<file path="config.mk">
export PLATFORM = sky130hd
export DESIGN_NAME = dbrrip_front
export DESIGN_NICKNAME = d
export VERILOG_FILES = /design/src/sv/dbrrip_pkg.sv /design/src/sv/dbrrip_front.sv
export SDC_FILE = /design/constraint.sdc
export NUM_CORES = 1
export LEC_CHECK = 0
export BUFFER_PORTS_ARGS = -buffer_cell sky130_fd_sc_hd__buf_2
export CORE_MARGIN = 3
export CORE_UTILIZATION = 39
export DETAILED_ROUTE_END_ITERATION = 8
export GPL_TIMING_DRIVEN = 0
export HOLD_SLACK_MARGIN = 0.03
export PLACE_DENSITY_LB_ADDON = 0.1
export SYNTH_ARGS = -nofsm -noshare
export SYNTH_HDL_FRONTEND = slang
export SYNTH_SLANG_ARGS = --single-unit
export TNS_END_PERCENT = 30
</file>
<file path="constraint.sdc">
create_clock -name clk -period 3.5 [get_ports clk]
set_input_delay 0.7 -clock clk [delete_from_list [all_inputs] [get_ports clk]]
set_output_delay 0.7 -clock clk [all_outputs]
set_load 0.01 [all_outputs]
</file>
<file path="src/sv/dbrrip_pkg.sv">
// ----------------------------------------------------------------------------
// dbrrip_pkg
// Shared types and constants of the dead-block RRIP replacement engine.
// ----------------------------------------------------------------------------
`default_nettype none

package dbrrip_pkg;

  // Default geometry
  localparam int DEF_NUM_SETS = 2048;
  localparam int DEF_NUM_WAYS = 16;

  // Field widths
  localparam int SET_IDX_W = 11;
  localparam int WAY_IDX_W = 4;
  localparam int ADDR_W    = 64;
  localparam int VMASK_W   = 16;
  localparam int CNT_W     = 20;

  // Command codes
  localparam logic CMD_VICTIM = 1'b0;
  localparam logic CMD_UPDATE = 1'b1;

  // Register indexes (paddr[2])
  localparam logic REG_DECAY  = 1'b0;
  localparam logic REG_STREAM = 1'b1;

  // Counter and RRPV limits
  localparam logic [1:0] RRPV_MAX  = 2'd3;
  localparam logic [1:0] CTR_MAX   = 2'd3;
  localparam logic [4:0] LOG2_MAX  = 5'd20;

  // Depth of the queue between front and back
  localparam int QUEUE_DEPTH = 2;

  typedef struct packed {
    logic [4:0] decay_period_log2;
    logic [1:0] stream_insert_rrpv;
  } dbrrip_cfg_t;

  typedef struct packed {
    logic                 command;
    logic [SET_IDX_W-1:0] set_idx;
    logic [WAY_IDX_W-1:0] way;
    logic                 hit;
    logic [ADDR_W-1:0]    addr;
    logic [VMASK_W-1:0]   valid;
    logic                 decay;
  } dbrrip_item_t;

endpackage

`default_nettype wire

</file>
<file path="src/sv/dbrrip_front.sv">
// ----------------------------------------------------------------------------
// dbrrip_front
// Accepts items, folds the set index, drops out-of-range updates and marks
// the updates that trigger a dead-counter decay.
// ----------------------------------------------------------------------------
`default_nettype none

module dbrrip_front #(
  parameter int NUM_SETS = dbrrip_pkg::DEF_NUM_SETS,
  parameter int NUM_WAYS = dbrrip_pkg::DEF_NUM_WAYS
) (
  input  wire                                  clk,
  input  wire                                  rst,
  input  dbrrip_pkg::dbrrip_cfg_t              cfg,
  input  wire                                  clearing,
  input  wire                                  push,
  output logic                                 full,
  input  wire                                  command,
  input  wire [dbrrip_pkg::SET_IDX_W-1:0]      set_index,
  input  wire [dbrrip_pkg::WAY_IDX_W-1:0]      way_index,
  input  wire                                  was_hit,
  input  wire [dbrrip_pkg::ADDR_W-1:0]         phys_addr,
  input  wire [dbrrip_pkg::VMASK_W-1:0]        valid_mask,
  input  wire                                  q_full,
  output logic                                 q_push,
  output dbrrip_pkg::dbrrip_item_t             q_item
);
  import dbrrip_pkg::*;

  logic [CNT_W-1:0] update_count;
  logic [CNT_W-1:0] update_count_next;
  logic [CNT_W-1:0] decay_mask;
  logic [4:0]       lg;
  logic             accept;
  logic             keep;
  logic             is_update;

  // Reduce set index modulo NUM_SETS by shifted compare and subtract
  function automatic logic [SET_IDX_W-1:0] set_reduce(input logic [SET_IDX_W-1:0] s);
    longint unsigned r;
    r = longint'(s);
    for (int k = SET_IDX_W - 1; k >= 0; k--) begin
      if (r >= (longint'(NUM_SETS) << k)) begin
        r = r - (longint'(NUM_SETS) << k);
      end
    end
    return SET_IDX_W'(r);
  endfunction

  assign full      = q_full || clearing;
  assign accept    = push && !full;
  assign is_update = (command == CMD_UPDATE);
  assign keep      = !is_update || (32'(way_index) < NUM_WAYS);
  assign q_push    = accept && keep;

  // Decay tick on the incremented update count
  assign lg                = (cfg.decay_period_log2 > LOG2_MAX) ? LOG2_MAX
                                                                : cfg.decay_period_log2;
  assign decay_mask        = (CNT_W'(1) << lg) - CNT_W'(1);
  assign update_count_next = update_count + CNT_W'(1);

  always_comb begin
    q_item.command = command;
    q_item.set_idx = set_reduce(set_index);
    q_item.way     = way_index;
    q_item.hit     = was_hit;
    q_item.addr    = phys_addr;
    q_item.valid   = valid_mask;
    q_item.decay   = is_update && ((update_count_next & decay_mask) == '0);
  end

  // Advance the update count on each kept update
  always_ff @(posedge clk) begin
    if (rst) begin
      update_count <= '0;
    end else if (q_push && is_update) begin
      update_count <= update_count_next;
    end
  end

endmodule

`default_nettype wire

</file>
# Word level (Yosys, flattened, before mapping)
# Cells that the tools add are included.
dict set report op_classes {
  n_addsub 2
  magnitude_cmp 1
  n_shift 1
  muxes 1
  bitwise 1
  n_reduce_logical 6
}
# op n
set op_table {}
lappend op_table {{20-bit by 1-bit adder with 20-bit output (second input constant)} 1}
lappend op_table {{20-bit AND} 1}
lappend op_table {{20-bit logical NOT} 1}
lappend op_table {{1-bit by 5-bit << shifter with 20-bit output (first input constant)} 1}
lappend op_table {{20-bit by 2-bit subtractor with 20-bit output (second input constant)} 1}
lappend op_table {{5-bit greater-than comparator (second input constant)} 1}
lappend op_table {{5-bit 2-to-1 mux} 1}
lappend op_table {{1-bit logical AND} 3}
lappend op_table {{1-bit logical NOT} 1}
lappend op_table {{1-bit logical OR} 1}
dict set report word_totals {
  regBits 20
  in_bits 109
  output_inout_bits 100
}

# Longest topological paths before layout
# Gate-level depths: netlist (run 1).
dict set report depth {
  depth_word 7
  depth_mapped 11
  depth_no_buf 9
}

# Worst setup path after synthesis (run 1)
# OpenSTA, ideal clock, no wires.
dict set report synth_timing {
  kind {input to output}
  from {input cfg[6] (netlist bit)}
  to {output q_item[0] (netlist bit)}
  t_arrival_ps 2728
  slack_ps 72
  path_stages 11
  cell_sequence {clkbuf_1 nor3_1 nand3b_1 ha_1 clkbuf_1 clkbuf_1 a22oi_1 o21ai_0 a22oi_1 nand4_1 nor4b_2}
}
# item line_no
set synth_rtl {}
lappend synth_rtl {{start: declaration} dbrrip_front.sv:14} ;# input dbrrip_pkg::dbrrip_cfg_t cfg,
lappend synth_rtl {{end: declaration} dbrrip_front.sv:26} ;# output dbrrip_pkg::dbrrip_item_t q_item

==> results of run 1 <==
-- repair_timing --
item | 4_1_cts | 5_1_grt
endpoints found under the setup margin | 1 | 1
gates resized for setup | 8 | 29
pin swaps | 0 | 7
setup buffers | 0 | 4
-- per-layer routing --
layer	GRT usage (%)	share of wire, %	vias to the layer above	wire length (um)
li1	-	-	1241	-
met3	2.21	8.4	2	541
met1	20.5	41	1019	2650
met2	28.2	50	119	3220
met4	2.16	0.22	0	14
met5	0	0	-	0
-- report_power, final --
group | switching, mW | internal [mW]
Clock | 0.0760 | 0.100
Sequential | 0.000965 | 0.228
Combinational | 0.101 | 0.134
-- worst min-delay path, stage by stage, from the launching register on --
cell     delay (ns)
dfxtp_1        0.33
o21ai_0        0.08
a21oi_1        0.06
-- area by class of cell --
cell class,instances,area [um^2]
fillers,582,2770
inverters,4,15.0
well taps,75,93.8
flip-flops and latches,20,400
multi-input cells,185,1250
repair buffers,111,572
clock buffers,4,55.1
plain buffers,117,870
-- cells in the final DEF, fill, tap and decap left out, types with 6 or more instances in the layout --
| master | count |
|---|---|
| o21ai_0 | 15 |
| xor2_1 | 21 |
| nor2_1 | 30 |
| buf_2 | 111 |
| xnor2_1 | 11 |
| nand2_1 | 16 |
| a21oi_1 | 6 |
| nand3_1 | 8 |
| nand4_1 | 12 |
| nor3_1 | 6 |
| buf_4 | 105 |
| dfxtp_1 | 20 |
| buf_6 | 7 |
-- worst max path at each step --
stage,endpoint,slack [ns],cells past startpoint,start
floorplan,q_item[0],0.07,11,cfg[6]
global placement,q_item[0],-0.52,12,cfg[2]
detailed placement,q_item[0],-0.44,11,cfg[3]
CTS,q_item[0],0.02,11,cfg[2]
global route,q_item[0],-0.02,9,update_count[0]
finish,q_item[0],0.14,12,cfg[3]
-- synth_stat cells (all sizes together), types with 4 or more instances --
cell type  instances  area [um^2]
o21ai             15         75.1
nor2              31          116
nand3b             4         30.0
nand4             12         75.1
clkbuf            12         45.0
a21oi              6         30.0
nand2             16         60.1
xor2              21          184
xnor2             11         96.3
and3               4         31.3
inv                4         15.0
nand3             11         77.6
dfxtp             20          400
buf              106          800
nor3               8         40.0
-- kinds of logic (layout without fill, tap and decap cells) --
| family | Yosys count | in the layout |
|---|---|---|
| fa+ha+maj | 2 | 2 |
| buf+inv | 122 | 236 |
| flops | 20 | 20 |
| xor+xnor | 32 | 32 |
| compound gates | 46 | 46 |
| simple gates | 103 | 103 |
| mux | 2 | 2 |
-- metrics by stage --
step                power [mW]  TNS [ns]
global route             0.674   -0.0211
detailed placement       0.463    -0.436
floorplan                0.390         0
finish                   0.640         0
global placement         0.461    -0.516
CTS                      0.641         0
==> impl_metrics.csv, run 1 <==
group,metric,value,unit
logic_synthesis,synthMuxAreaShare,0.811,%
logic_synthesis,post_synth_xor_area_fraction,11.3,%
route,first_pass_iters,4,
clock_tree,cts_tree,"done",
route,drt-total-wl,6.43,mm
placed_design,place_ws,-0.436,ns
logic_synthesis,synth_cells,327,
worst_setup_path,crit_fanout,10,
clock_tree,cts_buffer_depth,2,
logic_synthesis,syn-num-nets,438,
die,ios,209,
placed_design,portBuffers,107,
route,post_drt_via_cell_ratio,4.61,
clock_tree,ctsHoldBuffers,0,
logic_synthesis,syn-cell-area,2470,um^2
finish,antenna_cells,0,
finish,regMostFlops,"update_count",
clock_tree,cts_buffers,3,
status,status,"complete, no violations",
worst_hold_path,hold_end,"update_count[11]",
finish,biggestRegsByFlops,"update_count: 20 flops",
sta,period_needed,3.36,ns
logic_synthesis,synth_warnings,0,
finish,largest_reg_flops,20,
global_routing,antenna_found_initial,0,
sta,setup_viol,0,
logic_synthesis,async_reset_ff_share,0,%
worst_setup_path,end_kind,"output port",
global_routing,grt_max_degree,12,
worst_setup_path,rr_worst_depth,6,
placed_design,gp_congestion,0.836,
worst_setup_path,r2r-start,"update_count[0]",
clock_tree,clkLatencyLatePin,0.26,ns
sta,fin_crit_sh,96.1,%
power_and_ir_drop,power_leakage,1.57,nW
route,antenna_left,0,
placed_design,placed_area,3100,um^2
worst_setup_path,r2r_slack,1.59,ns
clock_tree,clkTransAtPathRegs,0.07,ns
finish,drive_gt1_share,55.8,%
worst_setup_path,cp.arrival,2.66,ns
finish,fin_util,54.0,%
sta,final.setup_skew,0.00245,ns
die,die_height,85.6,um
logic_synthesis,ys_seq_elements,20,
clock_tree,h-tree-depth,1,
run,cap_viol_max_count,0,
power_and_ir_drop,ir_drop,0.000181,V
worst_hold_path,hp-class,"reg2reg",
sta,finalHoldViolations,0,
worst_setup_path,max_stage_delay,0.31,ns
sta,hold_slack,0.521,ns
logic_synthesis,synth_top_family_by_area,"buffers and inverters",
die,die_w,85.6,um
worst_setup_path,cp_num_buf_inv,4,
logic_synthesis,synth_ff_type,"dfxtp_1",
worst_setup_path,cp.required,2.80,ns
sta,fmax,297,MHz
worst_hold_path,min_path_cells,2,
finish,finalNetCount,553,
die,core,6030,um^2
global_routing,grt_first_pass_wirelength,9.87,mm
logic_synthesis,synth_compound_area_share,12.3,%
die,initial_core_util,41.0,%
clock_tree,cts_root_buf,"clkbuf_8",
route,wl_per_cell,12.5,um
global_routing,grt_use_total,15.8,%
clock_tree,clock_sinks,20,
finish,syn_to_final_growth,31.7,%
die,row_count,28,
die,die_area,7320,um^2
placed_design,dpl.hpwl,5.38,mm
sta,worst_pin_slew,0.542,ns
worst_setup_path,slowest_stage,"nor4b_2",
logic_synthesis,avgSynthCellArea,7.55,um^2
logic_synthesis,synth-edff-count,0,
placed_design,placed_cells,509,
route,vias,2381,
worst_setup_path,critPathTopFamily,"simple AND/OR/NAND/NOR gates",
worst_setup_path,regToRegEndpoint,"update_count[19]",
route,drc,0,
sta,fin_ws,0.138,ns
global_routing,overflow,0,
logic_synthesis,synth_simple_gate_area_share,23.5,%
power_and_ir_drop,cellPowerDensity,197,nW/um^2
worst_setup_path,crit_chain,"buf_2 > buf_6 > nand3b_1 > ha_4 > buf_4 > nor3_1 > a22o_1 > a22o_1 > a21oi_1 > nand4_1 > nor4b_2 > buf_2",
finish,instances_no_fill,516,
worst_setup_path,crit_type,"in2out",
logic_synthesis,synthAdderAreaFrac,1.01,%
global_routing,grt_pass1_vias,2121,
logic_synthesis,synth_cell_types,49,
finish,finalInstanceArea,3250,um^2
sta,slew_violations,0,
route,drt_iter0_drc,82,
sta,max-slew-margin-rel,63.9,%
logic_synthesis,seq_area_frac_synth,16.2,%
worst_hold_path,hold_start,"update_count[11]",
worst_setup_path,cp-start-kind,"input port",
Note: power is estimated with default switching activity, not from simulation.
==> inputs of run 2 (changes only) <==
==> constraint.sdc (replaced) <==
create_clock -name clk -period 3.5 [get_ports clk]
set_input_delay 0.35 -clock clk [delete_from_list [all_inputs] [get_ports clk]]
set_output_delay 0.35 -clock clk [all_outputs]
set_load 0.01 [all_outputs]
==> impl_metrics.csv, run 2 (synthesized netlist as in run 1, its figures left out) <==
group,metric,value,unit
sta,final.setup_skew,0.00166,ns
sta,fin_ws,0.252,ns
finish,drive_gt1_share,52.5,%
power_and_ir_drop,cellPowerDensity,200,nW/um^2
finish,mostFrequentLayoutCell,"buf_2",
route,drt_iter0_drc,45,
die,core,6030,um^2
placed_design,place_ws,0.264,ns
worst_setup_path,regToRegEndpoint,"update_count[18]",
clock_tree,h-tree-depth,1,
sta,slew_violations,0,
global_routing,overflow,0,
finish,fin_util,52.3,%
worst_setup_path,crit_type,"in2out",
clock_tree,cts_setup_buffers,0,
route,dr_wl_met2,3.14,mm
power_and_ir_drop,power,0.632,mW
die,ios,209,
power_and_ir_drop,swShare,27.9,%
finish,regMostFlops,"update_count",
sta,fin_crit_sh,92.8,%
global_routing,grt_pass1_vias,2120,
global_routing,grt_use_total,15.8,%
worst_hold_path,hp-class,"in2reg",
route,first_pass_iters,4,
die,initial_core_util,41.0,%
placed_design,placed_area,3100,um^2
placed_design,portBuffers,107,
route,vias,2371,
route,post_drt_via_cell_ratio,4.62,
worst_setup_path,crit_end,"q_item[0]",
power_and_ir_drop,pwr-share-clk,28.0,%
sta,finalHoldViolations,0,
worst_setup_path,crit_fanout,10,
clock_tree,cts_resized,0,
route,drc,0,
power_and_ir_drop,power_leakage,1.52,nW
sta,hold_slack,0.471,ns
finish,instances_no_fill,513,
clock_tree,cts_buffer_depth,2,
worst_setup_path,startpoint,"cfg[3]",
placed_design,placed_cells,509,
run,cap_viol_max_count,0,
global_routing,grt_first_pass_wirelength,9.88,mm
global_routing,grt_max_degree,12,
finish,finalNetCount,550,
die,row_count,28,
worst_setup_path,end_kind,"output port",
finish,largest_reg_flops,20,
worst_setup_path,cp-start-kind,"input port",
power_and_ir_drop,power.internal,0.456,mW
sta,setup_viol,0,
placed_design,gp_congestion,0.836,
sta,rsz0062_at_grt,"false",
route,top_layer,"met4",
die,die_w,85.6,um
die,die_area,7320,um^2
route,drt-total-wl,6.34,mm
clock_tree,cts_tree,"done",
power_and_ir_drop,ir_drop,0.000182,V
sta,worst_pin_slew,0.551,ns
worst_setup_path,cp.arrival,2.90,ns
route,antenna_left,0,
power_and_ir_drop,switching_power,0.176,mW
sta,fmax,308,MHz
route,met1_length,2.64,mm
clock_tree,clock_sinks,20,
finish,finalInstanceArea,3150,um^2
clock_tree,clkTransAtPathRegs,0.07,ns
finish,fill_cells,588,
finish,syn_to_final_growth,27.7,%
finish,antenna_cells,0,
finish,final_cell_mix,"buf_2 (110), buf_4 (100), nor2_1 (31), xor2_1 (21), dfxtp_1 (20)",
clock_tree,ctsHoldBuffers,0,
status,status,"complete, no violations",
power_and_ir_drop,seq_power_share,36.2,%
global_routing,antenna_found_initial,0,
sta,max-slew-margin-rel,63.0,%
clock_tree,clkLatencyLatePin,0.26,ns
sta,period_needed,3.25,ns
finish,biggestRegsByFlops,"update_count: 20 flops",
die,die_height,85.6,um
route,met3WireLength,538,um
power_and_ir_drop,pwr-share-comb,35.8,%
worst_setup_path,cp.required,3.15,ns
route,wl_per_cell,12.4,um
worst_setup_path,r2r-start,"update_count[0]",
placed_design,dpl.hpwl,5.38,mm
clock_tree,cts_buffers,3,
sta,setup-tns-final,0,ns
worst_setup_path,r2r_slack,1.48,ns
clock_tree,cts_root_buf,"clkbuf_8",
worst_setup_path,rr_worst_depth,6,
run 2: layout make-up:
cell class / count / area [um^2] / share of cell area (%)
Sequential cell: 20 / 400 / 12.7
Multi-Input combinational cell: 185 / 1210 / 38.4
Timing Repair Buffer: 107 / 536 / 17.0
Buffer: 118 / 845 / 26.8
Tap cell: 75 / 93.8 / 2.98
Inverter: 4 / 15.0 / 0.476
Clock buffer: 4 / 55.1 / 1.75
run 2: how the worst min path moves through the flow:
stage	cells past startpoint	startpoint	slack, ns	end
detailed placement	2	update_count[11]	0.51	update_count[11]
CTS	2	rst	0.48	update_count[14]
finish	2	rst	0.47	update_count[8]
floorplan	2	update_count[11]	0.48	update_count[11]
global placement	2	update_count[11]	0.50	update_count[11]
global route	2	rst	0.51	update_count[17]
run 2: worst max-delay path: stages:
cell and delay (ns):
buf_2 0.12, clkbuf_1 0.36, nand3b_1 0.17, ha_1 0.14
clkbuf_1 0.31, clkbuf_1 0.39, xor2_1 0.20, o22ai_1 0.08
nor4_1 0.31, nor4b_2 0.27, buf_2 0.18
run 2: layer usage:
| metal | track usage [%] | vias to the layer above |
|---|---|---|
| met5 | 0 | - |
| met4 | 2.16 | 0 |
| met3 | 2.21 | 2 |
| met2 | 28.3 | 120 |
| met1 | 20.5 | 1009 |
| li1 | - | 1240 |
run 2: power by group through the flow:
stage | clock network (mW) | registers [mW] | logic [mW]
floorplan | 0 | 0.234 | 0.156
global placement | 0 | 0.234 | 0.227
detailed placement | 0 | 0.234 | 0.228
CTS | 0.181 | 0.229 | 0.229
global route | 0.191 | 0.229 | 0.246
finish | 0.177 | 0.229 | 0.227
