===== src/sv/dbrrip_pkg.sv =====
// ----------------------------------------------------------------------------
// dbrrip_pkg
// Shared types and constants of the dead-block RRIP replacement engine.
// ----------------------------------------------------------------------------
`default_nettype none

package dbrrip_pkg;

  // Default geometry
  localparam int DEF_NUM_SETS = 2048;
  localparam int DEF_NUM_WAYS = 16;

  // Field widths
  localparam int SET_IDX_W = 11;
  localparam int WAY_IDX_W = 4;
  localparam int ADDR_W    = 64;
  localparam int VMASK_W   = 16;
  localparam int CNT_W     = 20;

  // Command codes
  localparam logic CMD_VICTIM = 1'b0;
  localparam logic CMD_UPDATE = 1'b1;

  // Register indexes (paddr[2])
  localparam logic REG_DECAY  = 1'b0;
  localparam logic REG_STREAM = 1'b1;

  // Counter and RRPV limits
  localparam logic [1:0] RRPV_MAX  = 2'd3;
  localparam logic [1:0] CTR_MAX   = 2'd3;
  localparam logic [4:0] LOG2_MAX  = 5'd20;

  // Depth of the queue between front and back
  localparam int QUEUE_DEPTH = 2;

  typedef struct packed {
    logic [4:0] decay_period_log2;
    logic [1:0] stream_insert_rrpv;
  } dbrrip_cfg_t;

  typedef struct packed {
    logic                 command;
    logic [SET_IDX_W-1:0] set_idx;
    logic [WAY_IDX_W-1:0] way;
    logic                 hit;
    logic [ADDR_W-1:0]    addr;
    logic [VMASK_W-1:0]   valid;
    logic                 decay;
  } dbrrip_item_t;

endpackage

`default_nettype wire


===== src/sv/dbrrip_queue.sv =====
// ----------------------------------------------------------------------------
// dbrrip_queue
// Short FIFO of classified items between the front and the back.
// ----------------------------------------------------------------------------
`default_nettype none

module dbrrip_queue (
  input  wire                    clk,
  input  wire                    rst,
  input  wire                    push,
  input  dbrrip_pkg::dbrrip_item_t push_item,
  output logic                   full,
  input  wire                    pop,
  output dbrrip_pkg::dbrrip_item_t head,
  output logic                   empty
);
  import dbrrip_pkg::*;

  localparam int PTR_W = (QUEUE_DEPTH > 1) ? $clog2(QUEUE_DEPTH) : 1;
  localparam int CNT_QW = $clog2(QUEUE_DEPTH + 1);

  dbrrip_item_t slots [QUEUE_DEPTH];
  logic [PTR_W-1:0]  wr_ptr;
  logic [PTR_W-1:0]  rd_ptr;
  logic [CNT_QW-1:0] count;

  assign full  = (count == CNT_QW'(QUEUE_DEPTH));
  assign empty = (count == '0);
  assign head  = slots[rd_ptr];

  // Advance pointers on each transfer
  always_ff @(posedge clk) begin
    if (rst) begin
      wr_ptr <= '0;
      rd_ptr <= '0;
      count  <= '0;
    end else begin
      if (push) begin
        wr_ptr <= (wr_ptr == PTR_W'(QUEUE_DEPTH - 1)) ? '0 : wr_ptr + 1'b1;
      end
      if (pop) begin
        rd_ptr <= (rd_ptr == PTR_W'(QUEUE_DEPTH - 1)) ? '0 : rd_ptr + 1'b1;
      end
      if (push && !pop) begin
        count <= count + 1'b1;
      end else if (pop && !push) begin
        count <= count - 1'b1;
      end
    end
  end

  // Store pushed item
  always_ff @(posedge clk) begin
    if (push) begin
      slots[wr_ptr] <= push_item;
    end
  end

endmodule

`default_nettype wire


===== config.mk =====
export PLATFORM = sky130hd
export DESIGN_NAME = dbrrip_queue
export DESIGN_NICKNAME = d
export VERILOG_FILES = /design/src/sv/dbrrip_pkg.sv /design/src/sv/dbrrip_queue.sv
export SDC_FILE = /design/constraint.sdc
export NUM_CORES = 1
export LEC_CHECK = 0
export BUFFER_PORTS_ARGS = -buffer_cell sky130_fd_sc_hd__clkbuf_2
export CORE_MARGIN = 4
export CORE_UTILIZATION = 28
export CTS_CLUSTER_DIAMETER = 100
export CTS_CLUSTER_SIZE = 30
export DETAILED_ROUTE_END_ITERATION = 8
export HOLD_SLACK_MARGIN = 0.05
export PLACE_DENSITY = 0.56
export SETUP_SLACK_MARGIN = 0.1
export SYNTH_ARGS = -nofsm -noshare
export SYNTH_HDL_FRONTEND = slang
export SYNTH_SLANG_ARGS = --single-unit

===== constraint.sdc =====
create_clock -name clk -period 7.4 [get_ports clk]
set_input_delay 1.85 -clock clk [delete_from_list [all_inputs] [get_ports clk]]
set_output_delay 1.85 -clock clk [all_outputs]
set_load 0.05 [all_outputs]

# After elaboration in Yosys (flattened, before gate mapping)
# Memories as Yosys holds them, arrays and structs flattened. A register that Yosys moved wholly into a read port is not among the register bits.
# Cells that the tools add are included.
# Widths: inputs -> output; s select.
[op_classes]
eq_ne = 1
muxes = 8
n_addsub = 4
n_reduce_logical = 6
[ops]
columns = ["cell", "n"]
rows = [
  ["$mux 1", 6],
  ["$mux 2", 2],
  ["$add 1x1->1 const B", 2],
  ["$add 2x1->2 const B", 1],
  ["$eq 2x2->1 const B", 1],
  ["$logic_and 1x1->1", 2],
  ["$logic_not 1->1", 2],
  ["$logic_not 2->1", 1],
  ["$reduce_bool 2->1", 1],
  ["$sub 2x1->2 const B", 1],
]
[word_totals]
n_memories = 1
ramBits = 196
ff_bits = 4
word_cells = 23
output_inout_bits = 100
in_bits = 102
[memory_table]
columns = ["name", "words", "word_bits", "rd", "rd_ports_with_merged_regs", "write_ports", "line", "source"]
rows = [
  ["slots", 2, 98, 1, 1, 1, "dbrrip_queue.sv:22", "dbrrip_item_t slots [QUEUE_DEPTH];"],
]

# Logic depth before layout (Yosys ltp)
# Gate-level depths: netlist (run 1).
[depth]
depth_word = 4
mapped_depth = 5
ltp_nobuf = 5

# Least setup slack after synthesis (run 1)
# OpenSTA, ideal clock, no wires.
[synth_path]
path_kind = "in2reg"
start = "in push"
end = "mem slots[0][0] in the netlist's numbering, enable pin"
arrival_ps = 6117
cell_stages = 1
path_buffers = 0
setup_ps = 567
required_time_ps = 6833
setup_slack_ps = 716
path_cell_list = "nor2b_1"
[synth_via]
elab_chain_cells = 2
[synth_lines]
columns = ["element", "line", "source"]
rows = [
  ["start: declaration", "dbrrip_queue.sv:10", "input wire push,"],
  ["$mux 1", "dbrrip_queue.sv:54", "if (push) begin"],
  ["$mux 1 (implied by the code)", "dbrrip_queue.sv:55", "slots[wr_ptr] <= push_item;"],
  ["end: declaration", "dbrrip_queue.sv:22", ""],
]
# No other way between the ends.

==> flow_summary.html, run 1 <==
<table>
<tr><th>Metric</th><th>Value</th></tr>
<tr><th colspan="2">Synthesis</th></tr>
<tr><td>Syn Nets</td><td>430</td></tr>
<tr><td>Top area cells in the synthesized netlist</td><td>sky130_fd_sc_hd__edfxtp_1 (80%), sky130_fd_sc_hd__mux2_2 (12%), sky130_fd_sc_hd__mux2_4 (4.1%)</td></tr>
<tr><td>Top cells by count, synth</td><td>sky130_fd_sc_hd__edfxtp_1 (196), sky130_fd_sc_hd__mux2_2 (78), sky130_fd_sc_hd__mux2_4 (20)</td></tr>
<tr><td>Cell area after synthesis</td><td>roughly 7300 sq um</td></tr>
<tr><td>Proportion of synthesized flip-flops having asynchronous set or reset</td><td>0</td></tr>
<tr><td>Synthesized area divided by synthesized cell count</td><td>22.48 sq um</td></tr>
<tr><td>Synthesized netlist cell count</td><td>327</td></tr>
<tr><td>Number of unique standard cell types used by synthesis</td><td>16</td></tr>
<tr><td>Sequential cell area fraction in the yosys report</td><td>0.8144</td></tr>
<tr><td>Ys Warns</td><td>0</td></tr>
<tr><td>Area share of the largest cell type after synthesis</td><td>0.8008</td></tr>
<tr><td>Main flop type after synthesis</td><td>sky130_fd_sc_hd__edfxtp_1</td></tr>
<tr><td>Leading area contributor after synthesis</td><td>sky130_fd_sc_hd__edfxtp_1</td></tr>
<tr><td>Register bit count reported by yosys</td><td>201</td></tr>
<tr><td>Leading cell type by number of instances after synthesis</td><td>sky130_fd_sc_hd__edfxtp_1</td></tr>
<tr><td>Number of flops mapped to enable cells by yosys</td><td>between 150 and 200</td></tr>
<tr><th colspan="2">Layout</th></tr>
<tr><td>Proportion of layout cells with a drive suffix above 1</td><td>0.5940</td></tr>
<tr><td>Layout Nets</td><td>between 600 and 700</td></tr>
<tr><td>Total inserted antenna cells</td><td>0</td></tr>
<tr><td>Layout-stage area growth over the synthesis result</td><td>22.98%</td></tr>
<tr><td>Final standard cell count with taps included and fillers excluded</td><td>872</td></tr>
<tr><td>Utilization of the core after routing</td><td>0.3488</td></tr>
<tr><td>Area of all placed cells without fillers</td><td>roughly 9000 sq um</td></tr>
<tr><th colspan="2">Worst setup path</th></tr>
<tr><td>Data required time at the worst endpoint</td><td>5550 ps</td></tr>
<tr><td>Data arrival time of the worst path</td><td>roughly 2700 ps</td></tr>
<tr><td>Type of element capturing the critical path</td><td>output pin</td></tr>
<tr><td>Startpoint type of the worst setup path</td><td>register</td></tr>
<tr><td>Crit Path Max Fanout</td><td>a little over 50</td></tr>
<tr><td>Kind of critical path</td><td>register to output pin</td></tr>
<tr><th colspan="2">Clocking</th></tr>
<tr><td>CTS tree</td><td>yes</td></tr>
<tr><td>Buffers inserted during post-CTS setup optimization</td><td>0</td></tr>
<tr><td>Clock insertion delay at the later pin of the skew report</td><td>460 ps</td></tr>
<tr><td>Number of buffers inserted for hold repair after clock tree synthesis</td><td>0</td></tr>
<tr><td>Number of sinks driven by the clock tree</td><td>between 200 and 250</td></tr>
<tr><td>H-tree depth</td><td>1</td></tr>
<tr><td>CTS root buf</td><td>sky130_fd_sc_hd__clkbuf_16</td></tr>
<tr><td>Number of buffers between clock root and the deepest sink</td><td>3</td></tr>
<tr><td>Clock-pin slew of the registers on the worst-case setup and hold paths</td><td>around 100 ps</td></tr>
<tr><td>PostCTS Resize Cnt</td><td>0</td></tr>
<tr><td>Cts bufs inserted</td><td>10</td></tr>
<tr><th colspan="2">STA</th></tr>
<tr><td>Post-route setup TNS</td><td>0 ps</td></tr>
<tr><td>Transition at the pin with the smallest max-transition slack</td><td>just over 800 ps</td></tr>
<tr><td>Number of max-slew violations in the final report</td><td>0</td></tr>
<tr><td>Number of setup violations in the final report</td><td>0</td></tr>
<tr><td>Highest attainable clock frequency</td><td>219.3 MHz</td></tr>
<tr><td>Period utilisation layout</td><td>0.6161</td></tr>
<tr><td>Setup skew after layout</td><td>10.67 ps</td></tr>
<tr><td>Headroom to the max-slew limit</td><td>0.4553</td></tr>
<tr><td>Fin Hold WS</td><td>around 530 ps</td></tr>
<tr><td>Final Hold Viols</td><td>0</td></tr>
<tr><td>RSZ-0062 raised after global routing</td><td>no</td></tr>
<tr><td>Shortest clock period the worst path allows after layout</td><td>~4600 ps</td></tr>
<tr><th colspan="2">Detailed routing</th></tr>
<tr><td>Router iterations before antenna repair</td><td>4</td></tr>
<tr><td>Remaining antenna violation count</td><td>0</td></tr>
<tr><td>Detail-routed via count per cell</td><td>4.202</td></tr>
<tr><td>WL/cell</td><td>16.46 um</td></tr>
<tr><td>Routed wire length</td><td>between 10 and 15 mm</td></tr>
<tr><td>Number of DRC markers after the initial detailed-route iteration</td><td>between 100 and 150</td></tr>
<tr><td>DR DRC count</td><td>0</td></tr>
<tr><td>Via total after detailed routing</td><td>~3700</td></tr>
<tr><th colspan="2">Placed design</th></tr>
<tr><td>Count of port buffers added during placement</td><td>between 200 and 250</td></tr>
<tr><td>Inst Count DP</td><td>856</td></tr>
<tr><td>Area after DPL</td><td>a little under 9000 sq um</td></tr>
<tr><td>Half-perimeter wire length after detailed placement</td><td>~10 mm</td></tr>
<tr><td>Final weighted congestion in routability-driven placement</td><td>around 0.74</td></tr>
<tr><th colspan="2">Global routing</th></tr>
<tr><td>Aggregate global routing overflow</td><td>0</td></tr>
<tr><td>Initial antenna violation count</td><td>0</td></tr>
<tr><td>GR Util All Layers</td><td>0.09475</td></tr>
<tr><td>Maximum number of pins on one net before global-route repair</td><td>about 60</td></tr>
<tr><td>Vias in the first global route</td><td>a little over 4000</td></tr>
<tr><td>First-pass GRT wire length</td><td>roughly 22 mm</td></tr>
<tr><th colspan="2">Floorplanning</th></tr>
<tr><td>Die Wd</td><td>between 150 and 200 um</td></tr>
<tr><td>I/O pin count</td><td>slightly above 200</td></tr>
<tr><td>Die Y</td><td>170.0 um</td></tr>
<tr><td>Core region area</td><td>about 26000 sq um</td></tr>
<tr><td>Std-Cell Rows</td><td>59</td></tr>
<tr><td>Die area</td><td>between 20000 and 30000 sq um</td></tr>
<tr><td>Initial core utilization</td><td>0.2836</td></tr>
<tr><th colspan="2">Job</th></tr>
<tr><td>Number of maximum-capacitance violations</td><td>0</td></tr>
<tr><th colspan="2">Power</th></tr>
<tr><td>Leakage</td><td>3.382 nW</td></tr>
<tr><td>Max rail drop VDD</td><td>between 0.15 and 0.2 mV</td></tr>
<tr><td>PwrDens</td><td>approximately 270 nW/um^2</td></tr>
<tr><th colspan="2">Outcome</th></tr>
<tr><td>Status</td><td>completed</td></tr>
<tr><th colspan="2">Min path</th></tr>
<tr><td>Class of the most critical hold timing path</td><td>register to register</td></tr>
</table>
==> metal layers <==
| layer | wire (um) | part of all wire | global-route usage | vias up |
|---|---|---|---|---|
| li1 | - | - | - | 1691 |
| met1 | 5769 | 0.40 | 0.1148 | 1820 |
| met2 | 7159 | 0.50 | 0.1685 | 141 |
| met3 | 1257 | 0.088 | 0.02857 | 12 |
| met4 | 170 | 0.012 | 0.01875 | 0 |
| met5 | 0 | 0 | 0 | - |
==> critical path, stage by stage (launching register included) <==
cell                       delay, ps
sky130_fd_sc_hd__dfxtp_4         810
sky130_fd_sc_hd__buf_4           680
sky130_fd_sc_hd__mux2_2          420
sky130_fd_sc_hd__clkbuf_2        240
==> cell usage in the layout, fill, tap and decap left out, drive strengths merged <==
master  count
clkbuf    215
mux2       98
ha          1
and2        1
clkinv      2
a21oi       1
o21ai       1
dfxtp       5
nor2        5
nor2b       2
edfxtp    196
xnor2       2
inv         1
xor2        2
buf         4
or3         1
==> where the power goes <==
group,internal [mW],switching [mW]
Clock,0.277,0.321
Sequential,1.33,0.0274
Combinational,0.130,0.325
Total,1.73,0.674
==> state kept, by name, summed over array words and instances, names as in the netlist, named ones only <==
register,flops
rd_ptr,1
count,2
wr_ptr,1
slots,196
==> final timing paths <==
path / to / cells past startpoint / from / slack, ps
worst min-delay path: rd_ptr / 2 / rd_ptr / 530
worst min register to register: rd_ptr / 2 / rd_ptr / 530
worst max register to register: slots[1][89] / 2 / wr_ptr / 5240
worst max-delay path: head[49] / 3 / register / 2840
==> logic make-up (layout without fill, tap and decap cells) <==
| kind of cell | Yosys count | after routing | synth area share |
|---|---|---|---|
| and+or+nand+nor | 9 | 9 | 0.005960 |
| muxes | 98 | 98 | 0.1604 |
| AOI/OAI and AO/OA | 2 | 2 | 0.001361 |
| adders and majority gates | 1 | 1 | 0.001702 |
| xor gates and xnor gates | 4 | 4 | 0.004768 |
| buffers and inverters | 12 | 222 | 0.01140 |
| DFF | 201 | 201 | 0.8144 |
==> per-stage QoR <==
stage | setup WS [ps] | power [mW]
finish | 2841 | 2.407
global route | 2657 | 2.515
CTS | 2749 | 2.449
detailed placement | 3264 | 1.844
global placement | 3310 | 1.834
floorplan | 715.9 | 1.728
==> final cells by class <==
class                           count  area [sq um]
Multi-Input combinational cell    114          1290
Inverter                            1         3.754
Clock inverter                      2         13.76
Clock buffer                       14         286.5
Fill cell                        2462         16870
Tap cell                          335         419.2
Timing Repair Buffer              205          1036
Sequential cell                   201          5989
Power figures use the tool's default switching activity.
==> inputs of run 2 (changes only) <==
clock period = 4.3 ns   (was 7.4 ns; I/O delays follow)
==> run 2 against run 1 <==
Sequential share of layout area down 0.33 points. Non-clock buffer count unchanged. Combinational power up 73%. Via count down 0.30%. Die area unchanged. Hold slack worse by 18 ps. Largest power group unchanged.
==> flow_summary.html, run 2 (synthesis gave the netlist of run 1 again) <==
<table>
<tr><th>Metric</th><th>Value</th></tr>
<tr><th colspan="2">Detailed routing</th></tr>
<tr><td>Routed wire length</td><td>14.09 mm (-1.9%)</td></tr>
<tr><td>DR DRC count</td><td>0 (unchanged)</td></tr>
<tr><td>Detail-routed via count per cell</td><td>4.194 (-0.19%)</td></tr>
<tr><td>Via total after detailed routing</td><td>3653 (-0.30%)</td></tr>
<tr><td>Remaining antenna violation count</td><td>0 (unchanged)</td></tr>
<tr><td>Router iterations before antenna repair</td><td>4 (unchanged)</td></tr>
<tr><td>WL/cell</td><td>16.17 um (-1.8%)</td></tr>
<tr><td>Number of DRC markers after the initial detailed-route iteration</td><td>179 (+20%)</td></tr>
<tr><th colspan="2">Floorplanning</th></tr>
<tr><td>Initial core utilization</td><td>0.2836 (unchanged)</td></tr>
<tr><td>Std-Cell Rows</td><td>59 (unchanged)</td></tr>
<tr><td>I/O pin count</td><td>202 (unchanged)</td></tr>
<tr><td>Die Y</td><td>170.0 um (unchanged)</td></tr>
<tr><td>Die area</td><td>28910 sq um (unchanged)</td></tr>
<tr><td>Die Wd</td><td>170.0 um (unchanged)</td></tr>
<tr><td>Core region area</td><td>25910 sq um (unchanged)</td></tr>
<tr><th colspan="2">Job</th></tr>
<tr><td>Number of maximum-capacitance violations</td><td>0 (unchanged)</td></tr>
<tr><th colspan="2">STA</th></tr>
<tr><td>RSZ-0062 raised after global routing</td><td>no</td></tr>
<tr><td>Shortest clock period the worst path allows after layout</td><td>around 3400 ps</td></tr>
<tr><td>Post-route setup slack</td><td>878.0 ps (-1963 ps)</td></tr>
<tr><td>Number of max-slew violations in the final report</td><td>0 (unchanged)</td></tr>
<tr><td>Final Hold Viols</td><td>0 (unchanged)</td></tr>
<tr><td>Setup skew after layout</td><td>18.35 ps (+7.675 ps)</td></tr>
<tr><td>Post-route setup TNS</td><td>0 ps (unchanged)</td></tr>
<tr><td>Highest attainable clock frequency</td><td>between 200 and 300 MHz</td></tr>
<tr><td>Transition at the pin with the smallest max-transition slack</td><td>732.1 ps (-84.95 ps)</td></tr>
<tr><td>Headroom to the max-slew limit</td><td>0.5120 (+0.05663)</td></tr>
<tr><td>Period utilisation layout</td><td>0.7958</td></tr>
<tr><td>Number of setup violations in the final report</td><td>0 (unchanged)</td></tr>
<tr><th colspan="2">Global routing</th></tr>
<tr><td>Aggregate global routing overflow</td><td>0 (unchanged)</td></tr>
<tr><td>GR Util All Layers</td><td>0.09227 (-0.002475)</td></tr>
<tr><td>Vias in the first global route</td><td>3947 (-3.2%)</td></tr>
<tr><td>Maximum number of pins on one net before global-route repair</td><td>58 (-1.7%)</td></tr>
<tr><td>Initial antenna violation count</td><td>0 (unchanged)</td></tr>
<tr><td>First-pass GRT wire length</td><td>21.31 mm (-2.6%)</td></tr>
<tr><th colspan="2">Worst setup path</th></tr>
<tr><td>Data required time at the worst endpoint</td><td>3220 ps (-2330 ps)</td></tr>
<tr><td>Flop-to-flop setup slack</td><td>2510 ps (-2730 ps)</td></tr>
<tr><td>Data arrival time of the worst path</td><td>2350 ps (-360 ps)</td></tr>
<tr><td>Crit Path Max Fanout</td><td>53 (+3.9%)</td></tr>
<tr><td>Critical register-to-register path endpoint</td><td>slots[1][75]</td></tr>
<tr><td>Worst reg2reg startpoint</td><td>wr_ptr</td></tr>
<tr><td>Kind of critical path</td><td>register to output pin</td></tr>
<tr><td>Number of cells on the worst reg-to-reg path</td><td>2 (unchanged)</td></tr>
<tr><td>End point of the critical path</td><td>head[28]</td></tr>
<tr><td>Startpoint type of the worst setup path</td><td>register</td></tr>
<tr><td>Type of element capturing the critical path</td><td>output pin</td></tr>
<tr><th colspan="2">Placed design</th></tr>
<tr><td>Half-perimeter wire length after detailed placement</td><td>9.867 mm (-0.98%)</td></tr>
<tr><td>Count of port buffers added during placement</td><td>201 (unchanged)</td></tr>
<tr><td>Pre-CTS WS</td><td>1345 ps (-1919 ps)</td></tr>
<tr><td>Final weighted congestion in routability-driven placement</td><td>0.7239 (-2.8%)</td></tr>
<tr><th colspan="2">Layout</th></tr>
<tr><td>Largest register FFs</td><td>196 (unchanged)</td></tr>
<tr><td>Most common cell after layout, fill and taps aside</td><td>sky130_fd_sc_hd__clkbuf_2</td></tr>
<tr><td>Register bank with the most flops</td><td>slots</td></tr>
<tr><td>Total inserted antenna cells</td><td>0 (unchanged)</td></tr>
<tr><td>Leading registers by flop count</td><td>slots (196), count (2)</td></tr>
<tr><td>Layout-stage area growth over the synthesis result</td><td>23.60%</td></tr>
<tr><td>Proportion of layout cells with a drive suffix above 1</td><td>0.5951 (+0.001108)</td></tr>
<tr><td>Most used cells in the layout excluding fill and tap cells</td><td>sky130_fd_sc_hd__clkbuf_2 (201), sky130_fd_sc_hd__edfxtp_1 (196), sky130_fd_sc_hd__mux2_2 (78)</td></tr>
<tr><td>Count of filler cells inserted in the layout</td><td>2463 (+0.041%)</td></tr>
<tr><td>Layout Nets</td><td>636 (unchanged)</td></tr>
<tr><th colspan="2">Outcome</th></tr>
<tr><td>Status</td><td>completed</td></tr>
<tr><th colspan="2">Clocking</th></tr>
<tr><td>CTS tree</td><td>yes</td></tr>
<tr><td>Clock insertion delay at the later pin of the skew report</td><td>460 ps (about the same)</td></tr>
<tr><td>Cts bufs inserted</td><td>10 (unchanged)</td></tr>
<tr><td>Clock-pin slew of the registers on the worst-case setup and hold paths</td><td>110 ps (about the same)</td></tr>
<tr><td>Number of buffers between clock root and the deepest sink</td><td>3 (unchanged)</td></tr>
<tr><td>CTS root buf</td><td>sky130_fd_sc_hd__clkbuf_16</td></tr>
<tr><td>Number of buffers inserted for hold repair after clock tree synthesis</td><td>0 (unchanged)</td></tr>
<tr><td>Buffers inserted during post-CTS setup optimization</td><td>0 (unchanged)</td></tr>
<tr><td>Number of sinks driven by the clock tree</td><td>201 (unchanged)</td></tr>
<tr><td>H-tree depth</td><td>1 (unchanged)</td></tr>
<tr><td>PostCTS Resize Cnt</td><td>0 (unchanged)</td></tr>
<tr><th colspan="2">Min path</th></tr>
<tr><td>Class of the most critical hold timing path</td><td>register to register</td></tr>
<tr><td>Hold path start</td><td>count[1]</td></tr>
<tr><th colspan="2">Power</th></tr>
<tr><td>Leakage</td><td>3.394 nW (+0.35%)</td></tr>
<tr><td>PwrDens</td><td>462.8 nW/um^2 (+74%)</td></tr>
<tr><td>Max rail drop VDD</td><td>0.3022 mV (+88%)</td></tr>
</table>
run 2: changes by cell type in the layout (fill, tap and decap cells not counted):
cell / delta
sky130_fd_sc_hd__buf_12: +2
sky130_fd_sc_hd__clkinv_2: -1
sky130_fd_sc_hd__buf_4: -2
sky130_fd_sc_hd__clkbuf_1: -1
sky130_fd_sc_hd__bufinv_16: +1
sky130_fd_sc_hd__clkinv_4: -1
sky130_fd_sc_hd__clkinvlp_4: +1
run 2: cell type report:
type / count / area (sq um) / area share
multi-input combinational: 114 / 1290 / 0.1420
tap: 335 / 419.2 / 0.04614
inverter: 1 / 3.754 / 0.0004132
timing repair buffer: 205 / 1061 / 0.1168
clock buffer: 13 / 282.8 / 0.03113
sequential: 201 / 5989 / 0.6594
clock inverter: 2 / 37.54 / 0.004132
run 2: worst min path at each step:
stage                to  slack (ps)  depth (start not counted)
6_report       count[1]         510                          2
5_1_grt        count[1]         550                          2
4_1_cts        count[1]         520                          2
3_5_place_dp   count[1]         500                          2
3_3_place_gp   count[1]         480                          2
2_1_floorplan  count[1]         460                          2
run 2: worst max-delay path, cell delays in order, from the launching register on:
cell	delay (ps)
sky130_fd_sc_hd__dfxtp_4	770
sky130_fd_sc_hd__buf_12	370
sky130_fd_sc_hd__mux2_2	390
sky130_fd_sc_hd__clkbuf_2	240
run 2: where the power goes:
part	switching, mW	internal (mW)	total (mW)	leakage, nW
logic	0.559	0.227	0.786	1.36
registers	0.0448	2.28	2.33	1.88
clock network	0.560	0.531	1.09	0.152
total	1.16	3.04	4.20	3.39
run 2: per-layer routing:
metal / vias up / track usage / wire length (um) / share of wire
met5: - / 0 / 0 / 0
met4: 0 / 0.02326 / 279 / 0.020
met3: 14 / 0.02857 / 1142 / 0.081
met2: 125 / 0.1635 / 7130 / 0.51
met1: 1823 / 0.1097 / 5534 / 0.39
li1: 1691 / - / - / -
run 2: stage by stage:
step	instances	instance area [sq um]	hold WS, ps	total power [mW]	util
final	871	9084	509.5	4.204	0.3506
after global routing	871	9084	549.0	4.378	0.3506
after CTS	871	9084	517.5	4.279	0.3506
after detailed placement	856	8763	502.1	3.175	0.3382
after global placement	856	8763	480.5	3.156	0.3382
after floorplan	327	7352	460.8	2.968	-
==> inputs of run 3 (changes only) <==
clock period = 3.3 ns   (was 4.3 ns; I/O delays follow)
==> run 3 against run 2 <==
Final area is essentially flat. Global-route usage up 0.17 points. Total power is 29% higher. Non-clock buffer count up 2. Flip-flop and latch count stayed put. Largest cell class unchanged. Critical path type unchanged.
==> flow_summary.html, run 3 (synthesis gave the netlist of run 1 again) <==
<table>
<tr><th>Metric</th><th>Value</th></tr>
<tr><th colspan="2">Worst setup path</th></tr>
<tr><td>Startpoint type of the worst setup path</td><td>register</td></tr>
<tr><td>Worst reg2reg startpoint</td><td>wr_ptr</td></tr>
<tr><td>Critical register-to-register path endpoint</td><td>slots[1][60]</td></tr>
<tr><td>Crit Path Max Fanout</td><td>40 (-25%)</td></tr>
<tr><td>Data required time at the worst endpoint</td><td>2470 ps (-750 ps)</td></tr>
<tr><td>Type of element capturing the critical path</td><td>output pin</td></tr>
<tr><td>Data arrival time of the worst path</td><td>2140 ps (-210 ps)</td></tr>
<tr><td>End point of the critical path</td><td>head[43]</td></tr>
<tr><td>Kind of critical path</td><td>register to output pin</td></tr>
<tr><td>Flop-to-flop setup slack</td><td>1660 ps (-850 ps)</td></tr>
<tr><td>Number of cells on the worst reg-to-reg path</td><td>2 (unchanged)</td></tr>
<tr><th colspan="2">Detailed routing</th></tr>
<tr><td>Via total after detailed routing</td><td>3689 (+0.99%)</td></tr>
<tr><td>Remaining antenna violation count</td><td>0 (unchanged)</td></tr>
<tr><td>Routed wire length</td><td>14.33 mm (+1.7%)</td></tr>
<tr><td>DR DRC count</td><td>0 (unchanged)</td></tr>
<tr><td>Number of DRC markers after the initial detailed-route iteration</td><td>155 (-13%)</td></tr>
<tr><td>Router iterations before antenna repair</td><td>4 (unchanged)</td></tr>
<tr><td>Detail-routed via count per cell</td><td>4.226 (+0.75%)</td></tr>
<tr><td>WL/cell</td><td>16.41 um (+1.5%)</td></tr>
<tr><th colspan="2">Global routing</th></tr>
<tr><td>Initial antenna violation count</td><td>0 (unchanged)</td></tr>
<tr><td>Aggregate global routing overflow</td><td>0 (unchanged)</td></tr>
<tr><td>Vias in the first global route</td><td>4100 (+3.9%)</td></tr>
<tr><td>GR Util All Layers</td><td>0.09395 (+0.001683)</td></tr>
<tr><td>First-pass GRT wire length</td><td>21.92 mm (+2.9%)</td></tr>
<tr><td>Maximum number of pins on one net before global-route repair</td><td>50 (-14%)</td></tr>
<tr><th colspan="2">STA</th></tr>
<tr><td>Highest attainable clock frequency</td><td>approximately 340 MHz</td></tr>
<tr><td>Headroom to the max-slew limit</td><td>0.5333 (+0.02132)</td></tr>
<tr><td>Number of max-slew violations in the final report</td><td>0 (unchanged)</td></tr>
<tr><td>Post-route setup TNS</td><td>0 ps (unchanged)</td></tr>
<tr><td>Setup skew after layout</td><td>16.73 ps (-1.619 ps)</td></tr>
<tr><td>Number of setup violations in the final report</td><td>0 (unchanged)</td></tr>
<tr><td>Fin Hold WS</td><td>527.5 ps (+18.06 ps)</td></tr>
<tr><td>Period utilisation layout</td><td>0.8971</td></tr>
<tr><td>Final Hold Viols</td><td>0 (unchanged)</td></tr>
<tr><td>Transition at the pin with the smallest max-transition slack</td><td>700.1 ps (-31.97 ps)</td></tr>
<tr><td>Shortest clock period the worst path allows after layout</td><td>2960 ps</td></tr>
<tr><td>RSZ-0062 raised after global routing</td><td>no</td></tr>
<tr><th colspan="2">Power</th></tr>
<tr><td>Switching fraction of total power</td><td>0.2822 (+0.005430)</td></tr>
<tr><td>Total power</td><td>5.419 mW (+29%)</td></tr>
<tr><td>PwrDens</td><td>596.4 nW/um^2 (+29%)</td></tr>
<tr><td>Portion of total power attributed to combinational logic</td><td>0.192 (+0.005)</td></tr>
<tr><td>Max rail drop VDD</td><td>0.4804 mV (+59%)</td></tr>
<tr><td>Share of total power in the clock network</td><td>0.249 (-0.011)</td></tr>
<tr><td>Internal power component</td><td>3.890 mW (+28%)</td></tr>
<tr><td>Leakage</td><td>3.398 nW (+0.11%)</td></tr>
<tr><td>Proportion of power drawn by flip-flops and latches</td><td>0.559 (+0.005)</td></tr>
<tr><td>Switching power summed over all nets</td><td>1.529 mW (+31%)</td></tr>
<tr><th colspan="2">Clocking</th></tr>
<tr><td>Clock-pin slew of the registers on the worst-case setup and hold paths</td><td>100 ps (about the same)</td></tr>
<tr><td>PostCTS Resize Cnt</td><td>0 (unchanged)</td></tr>
<tr><td>Number of sinks driven by the clock tree</td><td>201 (unchanged)</td></tr>
<tr><td>Number of buffers between clock root and the deepest sink</td><td>3 (unchanged)</td></tr>
<tr><td>CTS tree</td><td>yes</td></tr>
<tr><td>Cts bufs inserted</td><td>10 (unchanged)</td></tr>
<tr><td>CTS root buf</td><td>sky130_fd_sc_hd__clkbuf_16</td></tr>
<tr><td>Number of buffers inserted for hold repair after clock tree synthesis</td><td>0 (unchanged)</td></tr>
<tr><td>Buffers inserted during post-CTS setup optimization</td><td>0 (unchanged)</td></tr>
<tr><td>H-tree depth</td><td>1 (unchanged)</td></tr>
<tr><td>Clock insertion delay at the later pin of the skew report</td><td>460 ps (about the same)</td></tr>
<tr><th colspan="2">Min path</th></tr>
<tr><td>Hold path start</td><td>rd_ptr</td></tr>
<tr><td>Class of the most critical hold timing path</td><td>register to register</td></tr>
<tr><th colspan="2">Placed design</th></tr>
<tr><td>Count of port buffers added during placement</td><td>201 (unchanged)</td></tr>
<tr><td>Inst Count DP</td><td>858 (+0.23%)</td></tr>
<tr><td>Half-perimeter wire length after detailed placement</td><td>9.947 mm (+0.80%)</td></tr>
<tr><td>Final weighted congestion in routability-driven placement</td><td>0.7348 (+1.5%)</td></tr>
<tr><th colspan="2">Floorplanning</th></tr>
<tr><td>Die Y</td><td>170.0 um (unchanged)</td></tr>
<tr><td>I/O pin count</td><td>202 (unchanged)</td></tr>
<tr><td>Die area</td><td>28910 sq um (unchanged)</td></tr>
<tr><td>Initial core utilization</td><td>0.2836 (unchanged)</td></tr>
<tr><td>Core region area</td><td>25910 sq um (unchanged)</td></tr>
<tr><td>Std-Cell Rows</td><td>59 (unchanged)</td></tr>
<tr><td>Die Wd</td><td>170.0 um (unchanged)</td></tr>
<tr><th colspan="2">Layout</th></tr>
<tr><td>Count of filler cells inserted in the layout</td><td>2457 (-0.24%)</td></tr>
<tr><td>Final standard cell count with taps included and fillers excluded</td><td>873 (+0.23%)</td></tr>
<tr><td>Most common cell after layout, fill and taps aside</td><td>sky130_fd_sc_hd__clkbuf_2</td></tr>
<tr><td>Largest register FFs</td><td>196 (unchanged)</td></tr>
<tr><td>Register bank with the most flops</td><td>slots</td></tr>
<tr><td>Total inserted antenna cells</td><td>0 (unchanged)</td></tr>
<tr><td>Layout-stage area growth over the synthesis result</td><td>23.63% (about the same)</td></tr>
<tr><td>Layout Nets</td><td>638 (+0.31%)</td></tr>
<tr><td>Proportion of layout cells with a drive suffix above 1</td><td>0.5967 (+0.001505)</td></tr>
<tr><td>Leading registers by flop count</td><td>slots (196), count (2)</td></tr>
<tr><td>Most used cells in the layout excluding fill and tap cells</td><td>sky130_fd_sc_hd__clkbuf_2 (201), sky130_fd_sc_hd__edfxtp_1 (196), sky130_fd_sc_hd__mux2_2 (78)</td></tr>
<tr><th colspan="2">Outcome</th></tr>
<tr><td>Status</td><td>completed</td></tr>
<tr><th colspan="2">Job</th></tr>
<tr><td>Number of maximum-capacitance violations</td><td>0 (unchanged)</td></tr>
</table>
[run 3: cell types whose count changed in the layout (fill, tap and decap cells not counted)]
cell / previous run / this run
sky130_fd_sc_hd__buf_4: 2 / 3
sky130_fd_sc_hd__clkinv_2: 0 / 1
sky130_fd_sc_hd__buf_12: 2 / 3
sky130_fd_sc_hd__bufinv_16: 1 / 0
[run 3: critical path, cell delays in order, from the launching register on]
cell	delay [ps]
sky130_fd_sc_hd__dfxtp_4	670
sky130_fd_sc_hd__buf_12	280
sky130_fd_sc_hd__mux2_2	390
sky130_fd_sc_hd__clkbuf_2	240
[run 3: per-stage QoR]
stage	cell area, sq um	setup WS [ps]	util
global placement	8791	854.4	0.3393
CTS	9086	288.2	0.3507
detailed placement	8791	818.8	0.3393
global route	9086	239.8	0.3507
floorplan	7358	565.8	-
finish	9086	339.6	0.3507
[run 3: layer usage]
metal / GRT usage / part of all wire
met4: 0.02153 / 0.019
met5: 0 / 0
met1: 0.1122 / 0.40
met3: 0.02904 / 0.082
met2: 0.1669 / 0.50
[run 3: cell type report]
cell class,count,area [sq um],share of cell area
repair buffers,207,1089,0.1198
inverters,1,3.754,0.0004131
clock inverters,2,12.51,0.001377
well taps,335,419.2,0.04613
multi-input cells,114,1290,0.1420
flip-flops and latches,201,5989,0.6592
clock buffers,13,282.8,0.03112
[run 3: worst min path at each step]
stage / endpoint / slack [ps] / cells past startpoint
2_1_floorplan: count[1] / 460 / 2
3_3_place_gp: count[1] / 480 / 2
3_5_place_dp: register / 500 / 2
4_1_cts: slots[1][9] / 510 / 1
5_1_grt: slots[1][14] / 500 / 1
6_report: register / 530 / 2
[run 3: power groups by stage]
stage	Sequential [mW]	Clock (mW)	Combinational (mW)
6_report	3.03	1.35	1.04
5_1_grt	3.04	1.51	1.10
4_1_cts	3.03	1.42	1.06
3_5_place_dp	3.09	0	1.06
3_3_place_gp	3.08	0	1.04
2_1_floorplan	3.06	0	0.799
